--- config.mk ---
export PLATFORM = sky130hd
export DESIGN_NAME = peer_table_with_aging
export DESIGN_NICKNAME = d
export VERILOG_FILES = /design/src/hdl/ptwa_pkg.sv /design/src/hdl/ptwa_ctrl.sv /design/src/hdl/ptwa_datapath.sv /design/src/hdl/peer_table_with_aging.sv
export SDC_FILE = /design/constraint.sdc
export NUM_CORES = 2
export LEC_CHECK = 0
export BUFFER_PORTS_ARGS = -buffer_cell sky130_fd_sc_hd__buf_2
export CAP_MARGIN = 20
export CORE_AREA = 5 5 599 601
export DETAILED_ROUTE_END_ITERATION = 8
export DIE_AREA = 0 0 604 606
export SYNTH_ARGS = -nofsm -noshare
export SYNTH_HDL_FRONTEND = slang
export SYNTH_SLANG_ARGS = --single-unit
--- constraint.sdc ---
create_clock -name clk_i -period 47.9 [get_ports clk_i]
set_input_delay 2.395 -clock clk_i [delete_from_list [all_inputs] [get_ports clk_i]]
set_output_delay 2.395 -clock clk_i [all_outputs]
set_load 0.01 [all_outputs]
--- src/hdl/ptwa_pkg.sv ---
// shared types, codes and constants of the peer table with aging
package ptwa_pkg;

  localparam int unsigned TableEntriesDef = 16;
  localparam logic [15:0] ExpiryReset = 16'd70;

  localparam logic OpAdd   = 1'b0;
  localparam logic OpSweep = 1'b1;

  localparam logic [1:0] FamIpv4 = 2'd0;
  localparam logic [1:0] FamIpv6 = 2'd1;

  typedef enum logic [2:0] {
    ST_REFRESHED = 3'd0,
    ST_INSERTED  = 3'd1,
    ST_FULL      = 3'd2,
    ST_UNKNOWN   = 3'd3,
    ST_SWEPT     = 3'd4
  } status_e;

  typedef enum logic [2:0] {
    S_IDLE,
    S_CHECK,
    S_SCAN,
    S_INSERT,
    S_DONE
  } ctrl_state_e;

  typedef struct packed {
    logic [63:0] addr_hi;
    logic [63:0] addr_lo;
    logic        fam;
    logic [15:0] port;
    logic [15:0] state;
    logic [31:0] seen;
  } entry_t;

  typedef struct packed {
    logic    capture;
    logic    scan;
    logic    insert;
    logic    result_load;
    status_e code;
  } cmd_t;

  typedef struct packed {
    logic is_sweep;
    logic full;
    logic fam_bad;
    logic match;
    logic scan_done;
    logic out_free;
  } dp_stat_t;

endpackage

--- src/hdl/ptwa_ctrl.sv ---
// sequencer for capture, table walk, insert and result hand-off
module ptwa_ctrl (
  input  logic              clk_i,
  input  logic              rst_ni,
  input  logic              in_valid_i,
  output logic              in_ready_o,
  input  ptwa_pkg::dp_stat_t stat_i,
  output ptwa_pkg::cmd_t    cmd_o
);

  ptwa_pkg::ctrl_state_e state_q, state_d;
  ptwa_pkg::status_e     code_q, code_d;

  always_ff @(posedge clk_i or negedge rst_ni) begin
    if (!rst_ni) begin
      state_q <= ptwa_pkg::S_IDLE;
      code_q  <= ptwa_pkg::ST_REFRESHED;
    end else begin
      state_q <= state_d;
      code_q  <= code_d;
    end
  end

  always_comb begin
    state_d            = state_q;
    code_d             = code_q;
    in_ready_o         = 1'b0;
    cmd_o.capture      = 1'b0;
    cmd_o.scan         = 1'b0;
    cmd_o.insert       = 1'b0;
    cmd_o.result_load  = 1'b0;
    cmd_o.code         = code_q;
    case (state_q)
      ptwa_pkg::S_IDLE: begin
        in_ready_o = 1'b1;
        if (in_valid_i) begin
          cmd_o.capture = 1'b1;
          state_d       = ptwa_pkg::S_CHECK;
        end
      end
      ptwa_pkg::S_CHECK: begin
        if (stat_i.is_sweep) begin
          state_d = ptwa_pkg::S_SCAN;
        end else if (stat_i.full) begin
          code_d  = ptwa_pkg::ST_FULL;
          state_d = ptwa_pkg::S_DONE;
        end else if (stat_i.fam_bad) begin
          code_d  = ptwa_pkg::ST_UNKNOWN;
          state_d = ptwa_pkg::S_DONE;
        end else begin
          state_d = ptwa_pkg::S_SCAN;
        end
      end
      ptwa_pkg::S_SCAN: begin
        cmd_o.scan = 1'b1;
        if (stat_i.match) begin
          code_d  = ptwa_pkg::ST_REFRESHED;
          state_d = ptwa_pkg::S_DONE;
        end else if (stat_i.scan_done) begin
          if (stat_i.is_sweep) begin
            code_d  = ptwa_pkg::ST_SWEPT;
            state_d = ptwa_pkg::S_DONE;
          end else begin
            state_d = ptwa_pkg::S_INSERT;
          end
        end
      end
      ptwa_pkg::S_INSERT: begin
        cmd_o.insert = 1'b1;
        code_d       = ptwa_pkg::ST_INSERTED;
        state_d      = ptwa_pkg::S_DONE;
      end
      ptwa_pkg::S_DONE: begin
        if (stat_i.out_free) begin
          cmd_o.result_load = 1'b1;
          state_d           = ptwa_pkg::S_IDLE;
        end
      end
      default: state_d = ptwa_pkg::S_IDLE;
    endcase
  end

endmodule

--- src/hdl/ptwa_datapath.sv ---
// entry memory, item registers, walk counters, compare logic and result register
module ptwa_datapath #(
  parameter int unsigned TABLE_ENTRIES = ptwa_pkg::TableEntriesDef
) (
  input  logic               clk_i,
  input  logic               rst_ni,
  input  logic               cfg_we_i,
  input  logic [15:0]        cfg_wdata_i,
  input  logic               operation_i,
  input  logic [1:0]         family_i,
  input  logic [63:0]        address_high_i,
  input  logic [63:0]        address_low_i,
  input  logic [15:0]        port_i,
  input  logic signed [15:0] entry_state_i,
  input  logic [31:0]        timestamp_i,
  input  ptwa_pkg::cmd_t     cmd_i,
  output ptwa_pkg::dp_stat_t stat_o,
  input  logic               out_ready_i,
  output logic               out_valid_o,
  output logic [2:0]         status_o,
  output logic [3:0]         entry_index_o,
  output logic [4:0]         entry_count_o,
  output logic [4:0]         removed_count_o
);

  localparam int unsigned IW = (TABLE_ENTRIES > 1) ? $clog2(TABLE_ENTRIES) : 1;
  localparam int unsigned CW = $clog2(TABLE_ENTRIES + 1);
  localparam logic [CW-1:0] Full = CW'(TABLE_ENTRIES);

  ptwa_pkg::entry_t mem [TABLE_ENTRIES];
  ptwa_pkg::entry_t rdata_q;

  logic [15:0]   expiry_q;
  logic          op_q;
  logic [1:0]    fam_q;
  logic [63:0]   ahi_q, alo_q;
  logic [15:0]   port_q, st_q;
  logic [31:0]   now_q;
  logic [CW-1:0] count_q, count_d;
  logic [CW-1:0] rd_ptr_q, rd_ptr_d;
  logic [CW-1:0] kept_q, kept_d;
  logic [CW-1:0] removed_q, removed_d;
  logic          eval_vld_q, eval_vld_d;
  logic [IW-1:0] eval_idx_q;
  logic [IW-1:0] res_idx_q, res_idx_d;
  logic          out_valid_q;
  logic [2:0]    out_status_q;
  logic [IW-1:0] out_idx_q;
  logic [CW-1:0] out_count_q;
  logic [CW-1:0] out_removed_q;

  logic             issue, hit, drop, eval_on;
  logic [31:0]      age;
  logic             we;
  logic [IW-1:0]    waddr;
  ptwa_pkg::entry_t wdata;

  assign issue   = cmd_i.scan && (rd_ptr_q != count_q);
  assign eval_on = cmd_i.scan && eval_vld_q;
  assign hit     = (rdata_q.fam == fam_q[0]) && (rdata_q.addr_hi == ahi_q) &&
                   (rdata_q.addr_lo == alo_q);
  assign age     = (now_q >= rdata_q.seen) ? (now_q - rdata_q.seen) : 32'd0;
  assign drop    = (rdata_q.state != 16'd0) && (age >= {16'd0, expiry_q});

  assign stat_o.is_sweep  = (op_q == ptwa_pkg::OpSweep);
  assign stat_o.full      = (count_q == Full);
  assign stat_o.fam_bad   = (fam_q != ptwa_pkg::FamIpv4) && (fam_q != ptwa_pkg::FamIpv6);
  assign stat_o.match     = eval_on && (op_q == ptwa_pkg::OpAdd) && hit;
  assign stat_o.scan_done = (rd_ptr_q == count_q) && !eval_vld_q;
  assign stat_o.out_free  = !out_valid_q || out_ready_i;

  always_comb begin
    count_d    = count_q;
    rd_ptr_d   = rd_ptr_q;
    kept_d     = kept_q;
    removed_d  = removed_q;
    eval_vld_d = issue;
    res_idx_d  = res_idx_q;
    we         = 1'b0;
    waddr      = eval_idx_q;
    wdata      = rdata_q;
    if (cmd_i.capture) begin
      rd_ptr_d  = '0;
      kept_d    = '0;
      removed_d = '0;
      res_idx_d = '0;
    end
    if (issue) begin
      rd_ptr_d = rd_ptr_q + CW'(1);
    end
    if (eval_on && (op_q == ptwa_pkg::OpAdd) && hit) begin
      we         = 1'b1;
      wdata.seen = now_q;
      res_idx_d  = eval_idx_q;
    end
    if (eval_on && (op_q == ptwa_pkg::OpSweep)) begin
      if (drop) begin
        removed_d = removed_q + CW'(1);
      end else begin
        we     = 1'b1;
        waddr  = kept_q[IW-1:0];
        kept_d = kept_q + CW'(1);
      end
    end
    if (cmd_i.scan && stat_o.scan_done && (op_q == ptwa_pkg::OpSweep)) begin
      count_d = kept_q;
    end
    if (cmd_i.insert) begin
      we            = 1'b1;
      waddr         = count_q[IW-1:0];
      wdata.addr_hi = ahi_q;
      wdata.addr_lo = alo_q;
      wdata.fam     = fam_q[0];
      wdata.port    = port_q;
      wdata.state   = st_q;
      wdata.seen    = now_q;
      res_idx_d     = count_q[IW-1:0];
      count_d       = count_q + CW'(1);
    end
  end

  always_ff @(posedge clk_i) begin
    if (we) begin
      mem[waddr] <= wdata;
    end
    if (issue) begin
      rdata_q <= mem[rd_ptr_q[IW-1:0]];
    end
  end

  always_ff @(posedge clk_i or negedge rst_ni) begin
    if (!rst_ni) begin
      expiry_q    <= ptwa_pkg::ExpiryReset;
      count_q     <= '0;
      rd_ptr_q    <= '0;
      eval_vld_q  <= 1'b0;
      out_valid_q <= 1'b0;
    end else begin
      if (cfg_we_i) begin
        expiry_q <= cfg_wdata_i;
      end
      count_q    <= count_d;
      rd_ptr_q   <= rd_ptr_d;
      eval_vld_q <= eval_vld_d;
      if (cmd_i.result_load) begin
        out_valid_q <= 1'b1;
      end else if (out_ready_i) begin
        out_valid_q <= 1'b0;
      end
    end
  end

  always_ff @(posedge clk_i) begin
    kept_q     <= kept_d;
    removed_q  <= removed_d;
    res_idx_q  <= res_idx_d;
    eval_idx_q <= rd_ptr_q[IW-1:0];
    if (cmd_i.capture) begin
      op_q   <= operation_i;
      fam_q  <= family_i;
      ahi_q  <= (family_i == ptwa_pkg::FamIpv4) ? 64'd0 : address_high_i;
      alo_q  <= (family_i == ptwa_pkg::FamIpv4) ? {32'd0, address_low_i[31:0]}
                                                : address_low_i;
      port_q <= port_i;
      st_q   <= entry_state_i;
      now_q  <= timestamp_i;
    end
    if (cmd_i.result_load) begin
      out_status_q  <= cmd_i.code;
      out_idx_q     <= res_idx_q;
      out_count_q   <= count_q;
      out_removed_q <= removed_q;
    end
  end

  assign out_valid_o     = out_valid_q;
  assign status_o        = out_status_q;
  assign entry_index_o   = 4'(out_idx_q);
  assign entry_count_o   = 5'(out_count_q);
  assign removed_count_o = 5'(out_removed_q);

endmodule

--- src/hdl/peer_table_with_aging.sv ---
// top level of the peer address table with aging
//
//  channel | signals                              | direction
//  --------+--------------------------------------+----------
//  input   | in_valid_i / in_ready_o, item fields | in
//  result  | out_valid_o / out_ready_i, fields    | out
//  config  | cfg_we_i, cfg_wdata_i (expiry)       | in
//
// an insert walks all count entries before it writes the new one at slot count,
// a refresh stops the walk at the matching slot, a full-table or unknown-family add
// skips the walk, a sweep walks all entries; count is the number of valid entries
// the walk reads one entry per cycle through the single read port of the entry memory
// reset empties the table and sets expiry to 70 seconds; no clearing pass
// a stalled result holds in the output register; the next beat is accepted meanwhile
module peer_table_with_aging #(
  parameter int unsigned TABLE_ENTRIES = ptwa_pkg::TableEntriesDef
) (
  input  logic               clk_i,
  input  logic               rst_ni,
  input  logic               cfg_we_i,
  input  logic [15:0]        cfg_wdata_i,
  input  logic               in_valid_i,
  output logic               in_ready_o,
  input  logic               operation_i,
  input  logic [1:0]         family_i,
  input  logic [63:0]        address_high_i,
  input  logic [63:0]        address_low_i,
  input  logic [15:0]        port_i,
  input  logic signed [15:0] entry_state_i,
  input  logic [31:0]        timestamp_i,
  output logic               out_valid_o,
  input  logic               out_ready_i,
  output logic [2:0]         status_o,
  output logic [3:0]         entry_index_o,
  output logic [4:0]         entry_count_o,
  output logic [4:0]         removed_count_o
);

  ptwa_pkg::cmd_t     cmd;
  ptwa_pkg::dp_stat_t stat;

  ptwa_ctrl u_ctrl (
    .clk_i      (clk_i),
    .rst_ni     (rst_ni),
    .in_valid_i (in_valid_i),
    .in_ready_o (in_ready_o),
    .stat_i     (stat),
    .cmd_o      (cmd)
  );

  ptwa_datapath #(
    .TABLE_ENTRIES(TABLE_ENTRIES)
  ) u_datapath (
    .clk_i           (clk_i),
    .rst_ni          (rst_ni),
    .cfg_we_i        (cfg_we_i),
    .cfg_wdata_i     (cfg_wdata_i),
    .operation_i     (operation_i),
    .family_i        (family_i),
    .address_high_i  (address_high_i),
    .address_low_i   (address_low_i),
    .port_i          (port_i),
    .entry_state_i   (entry_state_i),
    .timestamp_i     (timestamp_i),
    .cmd_i           (cmd),
    .stat_o          (stat),
    .out_ready_i     (out_ready_i),
    .out_valid_o     (out_valid_o),
    .status_o        (status_o),
    .entry_index_o   (entry_index_o),
    .entry_count_o   (entry_count_o),
    .removed_count_o (removed_count_o)
  );

endmodule

==> metrics <==
kind of capture point of the worst setup path flip-flop; share of the yosys chip area belonging to registers 77.1%; cts-stage hold buffer count 0; synthesized cell area 126,000 um2; Final #Nets 6,621; commonest cells after routing, fill and taps aside sky130_fd_sc_hd__edfxtp_1, sky130_fd_sc_hd__mux4_2, sky130_fd_sc_hd__nand2_1; number of max-capacitance violations reported 0; worst clock skew 0.104 ns; mean number of vias per cell 5.37; buffer depth of the longest clock path 4; post-detailed-route wirelength per cell 28.2 um; most used flip-flop cell after synthesis sky130_fd_sc_hd__edfxtp_1; root buffer selected by CTS sky130_fd_sc_hd__clkbuf_16; Peak supply drop 49.8 uV; starting utilization of the core area 35.9%; final slew viol count 0; PnR Total Power 7.56 mW; proportion of layout cells with a drive suffix above 1 27.4%; average cell area after synthesis 21.5 um2; crit path launch type flip-flop; weighted congestion reported at the end of routability-driven placement 0.804; number of remaining DRC errors 0; critical path arrival 10.82 ns; Power Density 52.0 nW/um2; vias in the first global route 63.0k; Lkg Pwr 45.2 nW; FFs w/ async S/R, synth 1.04%; crit-path max FO 43; Peak Freq 0.0973 GHz; summed negative setup slack over all endpoints 0 ns; total setup violations reported at the end of the flow 0; number of flip-flops and latches in the synthesized netlist 3,257; area delta synth->final 14.9%; time the worst path needs with I/O delays and setup 10.28 ns; wire length of the first global-routing pass 460 mm; filler instances 30.5k; critical-path cell with the highest stage delay sky130_fd_sc_hd__buf_4; path depth of the worst reg2reg path 30; library cells used by synthesis 70; Hold Crit Class reg -> reg; post-CTS clock slew at the launch and capture registers of the worst setup and hold paths 0.06 ns; Port Buffer Count 218; Skew-Pair Late Insertion Delay 0.95 ns; number of H-tree levels 5; most frequent standard cell in the layout excluding fill and tap cells sky130_fd_sc_hd__edfxtp_1; number of enable-type register cells in the synthesized netlist 3,209; vias after detailed routing 61.1k; hold depth 0; outcome complete, no violations; instance count of the mapped netlist 5,867; number of placement rows 218; post-detail-place hpwl 170 mm; count of clock tree sinks 3,257; net count after synthesis 6,137; total core area 352,000 um2; Slowest Stage Delay on Critical Path 0.87 ns; data required time of the worst path 48.44 ns; setup repair after global routing missed its margin no; ports placed on the boundary 235; number of buffers added by the clock tree synthesis step 347; clock tree from TritonCTS yes; die width 604 um; largest net degree at the start of global routing 132; antenna violations before repair 25; final cell utilization of the core 41.2%; most prevalent standard cell on the critical path sky130_fd_sc_hd__buf_4; worst-case headroom to the max-slew limit 25.1%; number of nets with antenna violations after detailed routing 0; kind of critical path reg -> reg; First-pass DRT Iterations 8; portion of the clock cycle consumed by the worst path in the final layout 21.5%; CTS-repair resized insts 0; transition at the pin with the smallest max-transition slack 1.12 ns; final count of hold timing violations 0; DRT Wirelength 321 mm; Congestion Overflow GR 0; number of warning messages in the yosys log 0; count of routing violations after the opening detailed-route iteration 6,320; height of the chip 606 um; global-route usage over all layers 17.2%; post-CTS repair timing setup buffer count 0; die outline area 366,000 um2
[path summary, 6_finish.rpt]
kind                                         start                          end  slack, ns
min                        u_datapath.res_idx_q[1]  u_datapath.entry_index_o[1]       0.43
max reg2reg                    u_datapath.now_q[0]       u_datapath.mem[1][180]      37.62
max in group asynchronous                   rst_ni       u_datapath.rd_ptr_q[0]      45.71
min reg2reg                u_datapath.res_idx_q[1]  u_datapath.entry_index_o[1]       0.43
max                            u_datapath.now_q[0]       u_datapath.mem[1][180]      37.62
min in group asynchronous                   rst_ni       u_datapath.expiry_q[0]       1.57
[cells in the mapped netlist (5+ instances only)]
master,number,area [um2]
sky130_fd_sc_hd__o2bb2ai_1,8,70.1
sky130_fd_sc_hd__or2_2,5,31.3
sky130_fd_sc_hd__xor2_1,29,254
sky130_fd_sc_hd__and3_1,9,56.3
sky130_fd_sc_hd__o21ai_0,149,746
sky130_fd_sc_hd__nand2_1,439,1650
sky130_fd_sc_hd__a21o_1,12,90.1
sky130_fd_sc_hd__o21a_1,15,113
sky130_fd_sc_hd__nand2b_1,7,43.8
sky130_fd_sc_hd__edfxtp_1,3209,96400
sky130_fd_sc_hd__nor4_1,33,206
sky130_fd_sc_hd__a211oi_1,31,233
sky130_fd_sc_hd__mux2i_1,24,240
sky130_fd_sc_hd__a221oi_1,16,140
sky130_fd_sc_hd__buf_1,69,259
sky130_fd_sc_hd__nand4_1,39,244
sky130_fd_sc_hd__o211ai_1,7,52.6
sky130_fd_sc_hd__a221o_1,5,50.1
sky130_fd_sc_hd__mux4_2,868,19500
sky130_fd_sc_hd__and2_1,5,31.3
sky130_fd_sc_hd__ha_1,53,663
sky130_fd_sc_hd__a21oi_1,71,355
sky130_fd_sc_hd__a22o_1,7,61.3
sky130_fd_sc_hd__xnor2_1,70,613
sky130_fd_sc_hd__inv_1,117,439
sky130_fd_sc_hd__nor2b_1,117,732
sky130_fd_sc_hd__nor3_1,13,65.1
sky130_fd_sc_hd__o22ai_1,23,144
sky130_fd_sc_hd__clkbuf_1,217,815
sky130_fd_sc_hd__nor2_1,57,214
sky130_fd_sc_hd__dfrtp_1,31,776
sky130_fd_sc_hd__dfxtp_1,14,280
sky130_fd_sc_hd__nand3_1,30,150
[metal layers]
| layer | GRT usage (%) | routed length, um | up-vias |
|---|---|---|---|
| met1 | 23.5 | 132000 | 33100 |
| met2 | 29.2 | 161000 | 2245 |
| met5 | 0 | 13 | - |
| met4 | 4.29 | 8090 | 2 |
| met3 | 2.36 | 20100 | 450 |
| li1 | - | - | 25400 |
[metrics by stage]
step | worst slack (ns) | hold WS (ns) | std cells | area [um2]
2_1_floorplan | 25.11 | 0.345 | 5867 | 126000
3_3_place_gp | 37.55 | 0.416 | 10700 | 134000
3_5_place_dp | 37.61 | 0.416 | 10700 | 134000
4_1_cts | 37.59 | 0.430 | 11400 | 145000
5_1_grt | 37.17 | 0.440 | 11400 | 145000
6_report | 37.62 | 0.428 | 11400 | 145000
[cells by family after synthesis]
group                      after synthesis  synth area share (%)
AOI/OAI and AO/OA                      386                  1.93
xor gates and xnor gates                99                 0.686
adders and majority gates               54                 0.540
buffers and inverters                  405                  1.21
DFF                                   3257                  77.1
muxes                                  896                  15.7
and+or+nand+nor                        770                  2.81
[report_power, final]
part | internal (mW) | total, mW | switching [mW] | leakage (nW)
sequential | 3.50 | 3.58 | 0.0870 | 29.5
combinational | 0.583 | 1.40 | 0.813 | 10.3
clock | 1.48 | 2.58 | 1.09 | 5.32
total | 5.56 | 7.56 | 1.99 | 45.2
[worst max-delay path, delay by kind of cell, from the launching register on]
family          cells  cell delay (ns)
simple gates        4             0.67
fa+ha+maj           3             0.80
compound gates     15             4.17
buf+inv             8             3.76
flops               1             0.38
[state kept, by name (all words and copies together), names as in the netlist, 16 cells and up]
signal,flops
u_datapath.alo_q,64
u_datapath.mem,2832
u_datapath.now_q,32
u_datapath.ahi_q,64
u_datapath.expiry_q,16
u_datapath.st_q,16
u_datapath.rdata_q,177
[layout make-up]
class / instances / area, um2 / area share (%)
Antenna cell: 20 / 50.0 / 0.0345
Clock buffer: 429 / 9210 / 6.35
Clock inverter: 198 / 1640 / 1.13
Inverter: 117 / 454 / 0.313
Multi-Input combinational cell: 2205 / 27500 / 18.9
Sequential cell: 3257 / 97500 / 67.2
Tap cell: 4730 / 5920 / 4.08
Timing Repair Buffer: 423 / 2870 / 1.98
Note: power is estimated with default switching activity, not from simulation.
